**src/hw/rtl/kes_pkg.sv**
```systemverilog
// Constants, formats and the CORDIC arctangent table of the Kepler solver.
package kes_pkg;

  localparam int FRAC_BITS        = 27;
  localparam int CORDIC_FRAC      = 28;
  localparam int CORDIC_STEPS     = 28;
  localparam int MAX_ITER_DEFAULT = 12;
  localparam int CFG_INDEX_W      = 2;
  localparam int CFG_DATA_W       = 16;

  localparam logic [63:0] PI_Q60 = 64'h3243F6A8885A308D;

  // pi at the I/O format and at the CORDIC format, rounded to nearest
  localparam logic signed [33:0] PI_F =
    34'((PI_Q60 + (64'd1 << (59 - FRAC_BITS))) >> (60 - FRAC_BITS));
  localparam logic signed [33:0] TWO_PI_F = PI_F + PI_F;
  localparam logic signed [33:0] NEG_PI_F = -PI_F;
  localparam logic signed [33:0] PI_C =
    34'((PI_Q60 + (64'd1 << (59 - CORDIC_FRAC))) >> (60 - CORDIC_FRAC));
  localparam logic signed [33:0] TWO_PI_C  = PI_C + PI_C;
  localparam logic signed [33:0] NEG_PI_C  = -PI_C;
  localparam logic signed [33:0] HALF_PI_C = PI_C >>> 1;
  localparam logic signed [33:0] NEG_HALF_PI_C = -HALF_PI_C;

  localparam logic signed [31:0] CORDIC_GAIN = 32'sd163008218;
  localparam logic signed [31:0] SLOPE_FLOOR = 32'sd4096;
  localparam logic signed [31:0] ONE_C       = 32'sd1 <<< CORDIC_FRAC;
  localparam int ESIN_SHIFT = 16 + CORDIC_FRAC - FRAC_BITS;

  typedef logic [31:0] atan_tab_t [CORDIC_STEPS];

  // Series expansion of atan(2^-i) at Q60, rounded to Q28. Elaboration only.
  function automatic atan_tab_t build_atan();
    atan_tab_t   tab;
    logic [63:0] acc;
    logic [63:0] num;
    logic [63:0] quo;
    logic [63:0] rmd;
    logic [63:0] den;
    int          sh;
    tab[0] = 32'(((PI_Q60 >> 2) + (64'd1 << 31)) >> 32);
    for (int i = 1; i < CORDIC_STEPS; i++) begin
      acc = '0;
      for (int k = 0; i * (2 * k + 1) <= 60; k++) begin
        sh  = i * (2 * k + 1);
        num = (64'd1 << 60) >> sh;
        den = 64'(2 * k + 1);
        quo = '0;
        rmd = '0;
        for (int b = 63; b >= 0; b--) begin
          rmd = {rmd[62:0], num[b]};
          if (rmd >= den) begin
            rmd    = rmd - den;
            quo[b] = 1'b1;
          end
        end
        if ((k & 1) != 0) acc = acc - quo;
        else acc = acc + quo;
      end
      tab[i] = 32'((acc + (64'd1 << 31)) >> 32);
    end
    return tab;
  endfunction

  localparam atan_tab_t ATAN_TABLE = build_atan();

endpackage

```
**src/hw/rtl/kepler_equation_solver.sv**
```systemverilog
// Kepler equation solver: Newton-Raphson on M = E - e*sin(E) with a CORDIC core.
//
// Pulse start while busy is low to hand in one beat (mean_anomaly, signed
// Q4.27; eccentricity, Q0.16). busy stays high for the whole solve, and the
// answer is on eccentric_anomaly when done is high for exactly one cycle;
// capture it then. The register keeps it until the next solve's first
// update. The input angle is first wrapped into [-pi, pi] by repeated
// add/subtract of 2*pi. Each Newton step then wraps the angle for CORDIC
// and folds it into the half circle, runs the CORDIC rotations, uses the
// one shared 17x32 multiplier for e*sin, then e*cos, forms the residual
// and slope, runs the bit-serial restoring divider that sets the pace,
// and updates the estimate. A solve runs max_iterations steps (zero
// counts as one, values above MAX_ITERATIONS are capped) or stops early
// once |correction| < tolerance. Write configuration through
// cfg_valid/cfg_data only while busy is low; cfg_ready is always high.
module kepler_equation_solver #(
  parameter int MAX_ITERATIONS = kes_pkg::MAX_ITER_DEFAULT
) (
  input  logic                             clk,
  input  logic                             rst,
  input  logic                             start,
  output logic                             busy,
  input  logic signed [31:0]               mean_anomaly,
  input  logic        [15:0]               eccentricity,
  output logic                             done,
  output logic signed [31:0]               eccentric_anomaly,
  input  logic                             cfg_valid,
  output logic                             cfg_ready,
  input  logic [kes_pkg::CFG_INDEX_W-1:0]  cfg_index,
  input  logic [kes_pkg::CFG_DATA_W-1:0]   cfg_data
);
  import kes_pkg::*;

  localparam int ITER_W = $clog2(MAX_ITERATIONS + 1);
  localparam int STEP_W = $clog2(CORDIC_STEPS);
  localparam int DIV_W  = 34 + CORDIC_FRAC;
  localparam int DCNT_W = $clog2(DIV_W);

  localparam logic [CFG_INDEX_W-1:0] REG_MAX_ITER = CFG_INDEX_W'(0);
  localparam logic [CFG_INDEX_W-1:0] REG_TOL      = CFG_INDEX_W'(1);

  localparam logic signed [49:0] ESIN_HALF = 50'sd1 <<< (ESIN_SHIFT - 1);
  localparam logic signed [49:0] ECOS_HALF = 50'sd1 <<< 15;

  typedef enum logic [8:0] {
    S_IDLE  = 9'b000000001,
    S_WRAPM = 9'b000000010,
    S_WRAPZ = 9'b000000100,
    S_ROT   = 9'b000001000,
    S_MULS  = 9'b000010000,
    S_MULC  = 9'b000100000,
    S_RES   = 9'b001000000,
    S_DIV   = 9'b010000000,
    S_UPD   = 9'b100000000
  } state_t;

  state_t state;

  logic [3:0]  max_iter;
  logic [15:0] tol;

  logic signed [33:0] m;
  logic signed [31:0] e_anom;
  logic signed [33:0] z;
  logic signed [31:0] x;
  logic signed [31:0] y;
  logic               neg;
  logic [15:0]        ecc;
  logic [STEP_W-1:0]  step;
  logic [ITER_W-1:0]  iter_cnt;
  logic [ITER_W-1:0]  iter_lim;
  logic signed [48:0] prod;
  logic signed [31:0] esin;
  logic [29:0]        slope;
  logic               res_neg;
  logic [DIV_W-1:0]   dvd;
  logic [29:0]        rmd;
  logic [DCNT_W-1:0]  div_cnt;

  // datapath helpers
  logic signed [31:0] mul_b;
  logic signed [48:0] mul_out;
  logic signed [31:0] ecos;
  logic signed [31:0] slope_raw;
  logic signed [34:0] res;
  logic [34:0]        res_abs;
  logic [30:0]        rmd_sh;
  logic               q_bit;
  logic signed [63:0] corr;
  logic signed [63:0] e_new;
  logic signed [31:0] e_sat;
  logic               small_corr;
  logic               last_iter;
  logic signed [33:0] atan_s;

  assign busy      = (state != S_IDLE);
  assign cfg_ready = 1'b1;

  // One shared multiplier: sine in S_MULS, cosine otherwise.
  always_comb begin
    if (state == S_MULS) mul_b = neg ? -y : y;
    else mul_b = neg ? -x : x;
    mul_out = 49'($signed({1'b0, ecc}) * mul_b);
  end

  always_comb begin
    ecos      = 32'(($signed({prod[48], prod}) + ECOS_HALF) >>> 16);
    slope_raw = ONE_C - ecos;
    res       = 35'(e_anom) - 35'(esin) - 35'(m);
    res_abs   = res[34] ? -res : res;
    rmd_sh    = {rmd, dvd[DIV_W-1]};
    q_bit     = (rmd_sh >= {1'b0, slope});
    corr      = res_neg ? -$signed({2'b0, dvd}) : $signed({2'b0, dvd});
    e_new     = 64'(e_anom) - corr;
    if (e_new > 64'sd2147483647) e_sat = 32'sh7FFFFFFF;
    else if (e_new < -64'sd2147483648) e_sat = 32'sh80000000;
    else e_sat = e_new[31:0];
    small_corr = (dvd < DIV_W'(tol));
    last_iter  = (({1'b0, iter_cnt} + 1'b1) == {1'b0, iter_lim});
    atan_s     = $signed({2'b0, ATAN_TABLE[step]});
  end

  // Configuration registers.
  always_ff @(posedge clk) begin
    if (rst) begin
      max_iter <= 4'(MAX_ITER_DEFAULT);
      tol      <= 16'd13;
    end else if (cfg_valid && cfg_ready) begin
      unique case (cfg_index)
        REG_MAX_ITER: max_iter <= cfg_data[3:0];
        REG_TOL:      tol      <= cfg_data;
        default: ;
      endcase
    end
  end

  // Control: sequencer and result strobe.
  always_ff @(posedge clk) begin
    if (rst) begin
      state <= S_IDLE;
      done  <= 1'b0;
    end else begin
      done <= 1'b0;
      unique case (state)
        S_IDLE:  if (start) state <= S_WRAPM;
        S_WRAPM: if (m <= PI_F && m >= NEG_PI_F) state <= S_WRAPZ;
        S_WRAPZ: if (z <= PI_C && z >= NEG_PI_C) state <= S_ROT;
        S_ROT:   if (step == STEP_W'(CORDIC_STEPS - 1)) state <= S_MULS;
        S_MULS:  state <= S_MULC;
        S_MULC:  state <= S_RES;
        S_RES:   state <= S_DIV;
        S_DIV:   if (div_cnt == DCNT_W'(DIV_W - 1)) state <= S_UPD;
        S_UPD: begin
          if (small_corr || last_iter) begin
            state <= S_IDLE;
            done  <= 1'b1;
          end else begin
            state <= S_WRAPZ;
          end
        end
        default: state <= S_IDLE;
      endcase
    end
  end

  // Datapath registers.
  always_ff @(posedge clk) begin
    case (state)
      S_IDLE: begin
        m        <= 34'(mean_anomaly);
        ecc      <= eccentricity;
        iter_cnt <= '0;
        if (max_iter == 4'd0) iter_lim <= ITER_W'(1);
        else if (int'(max_iter) > MAX_ITERATIONS) iter_lim <= ITER_W'(MAX_ITERATIONS);
        else iter_lim <= ITER_W'(max_iter);
      end
      S_WRAPM: begin
        // step the angle by 2*pi until it lies in range
        if (m > PI_F) m <= m - TWO_PI_F;
        else if (m < NEG_PI_F) m <= m + TWO_PI_F;
        else begin
          e_anom <= m[31:0];
          z      <= m <<< (CORDIC_FRAC - FRAC_BITS);
        end
      end
      S_WRAPZ: begin
        if (z > PI_C) z <= z - TWO_PI_C;
        else if (z < NEG_PI_C) z <= z + TWO_PI_C;
        else begin
          // fold into the half circle the rotation covers
          if (z > HALF_PI_C) begin
            z   <= z - PI_C;
            neg <= 1'b1;
          end else if (z < NEG_HALF_PI_C) begin
            z   <= z + PI_C;
            neg <= 1'b1;
          end else begin
            neg <= 1'b0;
          end
          x    <= CORDIC_GAIN;
          y    <= '0;
          step <= '0;
        end
      end
      S_ROT: begin
        if (!z[33]) begin
          x <= x - (y >>> step);
          y <= y + (x >>> step);
          z <= z - atan_s;
        end else begin
          x <= x + (y >>> step);
          y <= y - (x >>> step);
          z <= z + atan_s;
        end
        step <= step + 1'b1;
      end
      S_MULS: prod <= mul_out;
      S_MULC: begin
        esin <= 32'(($signed({prod[48], prod}) + ESIN_HALF) >>> ESIN_SHIFT);
        prod <= mul_out;
      end
      S_RES: begin
        if (slope_raw < SLOPE_FLOOR) slope <= SLOPE_FLOOR[29:0];
        else slope <= slope_raw[29:0];
        res_neg <= res[34];
        dvd     <= {res_abs[33:0], CORDIC_FRAC'(0)};
        rmd     <= '0;
        div_cnt <= '0;
      end
      S_DIV: begin
        // one quotient bit per cycle, shifted in behind the dividend
        if (q_bit) rmd <= 30'(rmd_sh - {1'b0, slope});
        else rmd <= rmd_sh[29:0];
        dvd     <= {dvd[DIV_W-2:0], q_bit};
        div_cnt <= div_cnt + 1'b1;
      end
      S_UPD: begin
        e_anom            <= e_sat;
        eccentric_anomaly <= e_sat;
        z                 <= 34'(e_sat) <<< (CORDIC_FRAC - FRAC_BITS);
        iter_cnt          <= iter_cnt + 1'b1;
      end
      default: ;
    endcase
  end

endmodule

```
**config.mk**
```make
export PLATFORM = sky130hd
export DESIGN_NAME = kepler_equation_solver
export DESIGN_NICKNAME = d
export VERILOG_FILES = /design/src/hw/rtl/kes_pkg.sv /design/src/hw/rtl/kepler_equation_solver.sv
export SDC_FILE = /design/constraint.sdc
export NUM_CORES = 2
export LEC_CHECK = 0
export BUFFER_PORTS_ARGS = -buffer_cell sky130_fd_sc_hd__clkbuf_2
export CORE_UTILIZATION = 40
export DETAILED_ROUTE_END_ITERATION = 10
export GPL_TIMING_DRIVEN = 1
export PLACE_DENSITY_LB_ADDON = 0.15
export SYNTH_ARGS = -nofsm -noshare
export SYNTH_HDL_FRONTEND = slang
export SYNTH_SLANG_ARGS = --single-unit
export TNS_END_PERCENT = 20
```
**constraint.sdc**
```tcl
create_clock -name clk -period 13.1 [get_ports clk]
set_clock_uncertainty 0.2 [all_clocks]
set_input_delay 0.655 -clock clk [delete_from_list [all_inputs] [get_ports clk]]
set_output_delay 0.655 -clock clk [all_outputs]
set_load 0.02 [all_outputs]
```
==> flow_summary.toml <==
[power]
p_leak_nw = 28.9
power.total_mw = 8.36
ir_drop_v = 0.000153
power_density_mw_per_mm2 = 123

[min_path]
hp-class = "input pin to register"

[setup_path]
slowest_stage = "nor3_4"
endpoint_kind = "register"
crit_type = "register to register"
critPathLaunchType = "register"
cp_max_fo = 68
crit_top_cell = "fa_1"
critical-path-max-stage-delay_ns = 0.77
required_ns = 13.32
crit_arrival_ns = 10.67

[place]
portBuffers = 103
hpwlAfterDp_um = 165000
dp_slack_ns = 2.64
place.gp.congestion = 0.967

[synthesis]
synth_edf_count = 421
synth.top_cell.area_share_pct = 20.0
synth.most_common_cell = "nand2_1"
postSynthCellCount = 7386
ys.flop_type = "edfxtp_1"
async_flop_share_pct = 0
ys_seq_elements = 451
syn-cell-area_mm2 = 0.0633
yosysUniqueCellTypes = 96
synthTopCellsByCount = "nand2_1, inv_1, nor2_1"
synth.avg_cell_area_um2 = 8.57
synth_area_leaders = "edfxtp_1, fa_1, ha_1"
yosys.area.top_type = "edfxtp_1"
ys.warnings.count = 0
ys_seq_area_share_pct = 20.9
synth_fp_nets = 8393

[cts]
clk_pin_slew_worst_paths_ns = 0.07
numCtsBuffers = 57
numClockSinks = 451
cts_tree = "yes"
htree_levels = 2
root_buffer = "clkbuf_16"
clock_latency_ns = 0.71
max-clock-path-buffers = 3
cts_setup_buffers = 0

[drt]
viasPerCell = 5.78
first_pass_iters = 6
post_drt_wl_per_cell_um = 22.8
routed_wl_um = 215000
drt-initial-drc-count = 4283
drc = 0
final_antenna_net_count = 0
dr_total_vias = 54500

[floorplanning]
core-area_mm2 = 0.157
row_count = 145
dieHeight_um = 400
start_util_pct = 40.4
dieArea_mm2 = 0.160
ios = 105
die_w_um = 400

[timing]
holdWs_ns = 0.0349
setup_viol = 0
timing.final.crit_period_ns = 10.46
worstMarginPinSlew_ns = 1.15
report.final.slew_viol_count = 0
final_hold_viol_count = 0
fmax_ghz = 0.0956
tns_ns = 0
rsz0062_at_grt = "false"
setup_ws_ns = 2.64
relSlewSlack_pct = 21.2
timing.final.crit_share_pct = 79.8

[job]
maxCapViolations = 0

[grt]
gr-total-overflow = 0
grt_pass1_vias = 53200
grt_pass1_wl_um = 327000
antenna_found_initial = 10
grt_max_degree = 99
grt_use_total_pct = 26.6

[cells_and_area]
synthToLayoutAreaGrowth_pct = 7.61
nets = 8317
drive_gt1_share_pct = 7.34

[outcome]
outcome = "finished, final reports clean"
## worst paths after layout
kind | startpoint | to | slack, ns | cells past startpoint
worst max-delay path | state[0] | prod[45] | 2.64 | 34
worst min-delay path | mean_anomaly[24] | m[24] | 0.03 | 3
worst max register to register | state[0] | prod[45] | 2.64 | 34
worst min register to register | tol[12] | tol[12] | 0.26 | 2
## sequential cells by signal, indices dropped and copies added, names as in the netlist
name	count
dvd	62
m	34
prod	34
z	34
e_anom	32
eccentric_anomaly	32
esin	32
x	32
y	32
rmd	30
slope	30
ecc	16
tol	16
state	9
div_cnt	6
step	5
iter_cnt	4
iter_lim	4
max_iter	4
done	1
neg	1
res_neg	1
## logic make-up after synthesis
| kind of cell | synth area share, % |
|---|---|
| AND/OR/NAND/NOR | 19.0 |
| AO/OA/AOI/OAI | 16.2 |
| buffers and inverters | 6.90 |
| adder cells (fa/ha/maj) | 24.8 |
| XOR/XNOR | 7.95 |
| flip-flops | 20.9 |
| multiplexers | 4.27 |
| other | 0.00592 |
## area by class of cell
cell class              instances  area [um2]
diodes                          1        2.50
multi-input cells            5781       45900
well taps                    2058        2570
repair buffers                236        1580
clock inverters                43         419
inverters                     783        2940
fillers                     15700       88600
clock buffers                  64        1470
flip-flops and latches        451       13200
## where the power goes
part	switching, mW	total [mW]	leakage [nW]	internal, mW
sequential	0.0923	1.96	4.43	1.87
clock	0.731	1.63	0.897	0.903
combinational	2.81	4.77	23.6	1.96
total	3.64	8.36	28.9	4.73
## placed cells by master (no fill, tap or decap), drive strengths merged, types with 48 or more instances in the layout
cell type  count
buf          116
xnor2        303
edfxtp       421
clkbuf       167
or3           48
a31oi         70
nor2b         80
inv          793
nor3         145
nand2        796
nand4         87
ha           410
a211oi        48
and2         354
mux2i         69
nor2         575
o31ai         55
mux4          69
o21ai        373
o21a          70
a21oi        463
xor2         272
nand2b        62
a21o         128
fa           527
o21bai        57
o211ai        52
nand3        141
## critical path, delay by kind of cell, from the launching register on
family	cells	cell delay, ns
AOI/OAI and AO/OA	12	2.76
and+or+nand+nor	9	2.69
xor gates and xnor gates	1	0.07
buffers and inverters	5	1.01
adders and majority gates	7	3.00
DFF	1	0.35
## timing repair
action / in CTS / in global routing
hold endpoints to repair: 17 / 0
gates resized for setup: 0 / 0
hold buffers: 17 / 0
## stage by stage
step	area, um2	util (%)	instances
6_report	68100	43.5	9417
3_5_place_dp	66100	42.2	9292
2_1_floorplan	63300	-	7386
4_1_cts	68100	43.5	9416
3_3_place_gp	66100	42.2	9292
5_1_grt	68100	43.5	9416
## metal layers
layer	up-vias	global-route usage, %	share of wire, %
met5	-	0	0.023
met2	1952	43.7	46
met4	8	7.66	3.0
li1	25300	-	-
met1	26900	36.7	44
met3	334	3.24	6.7
No activity file was read; power rests on OpenSTA's default activity.
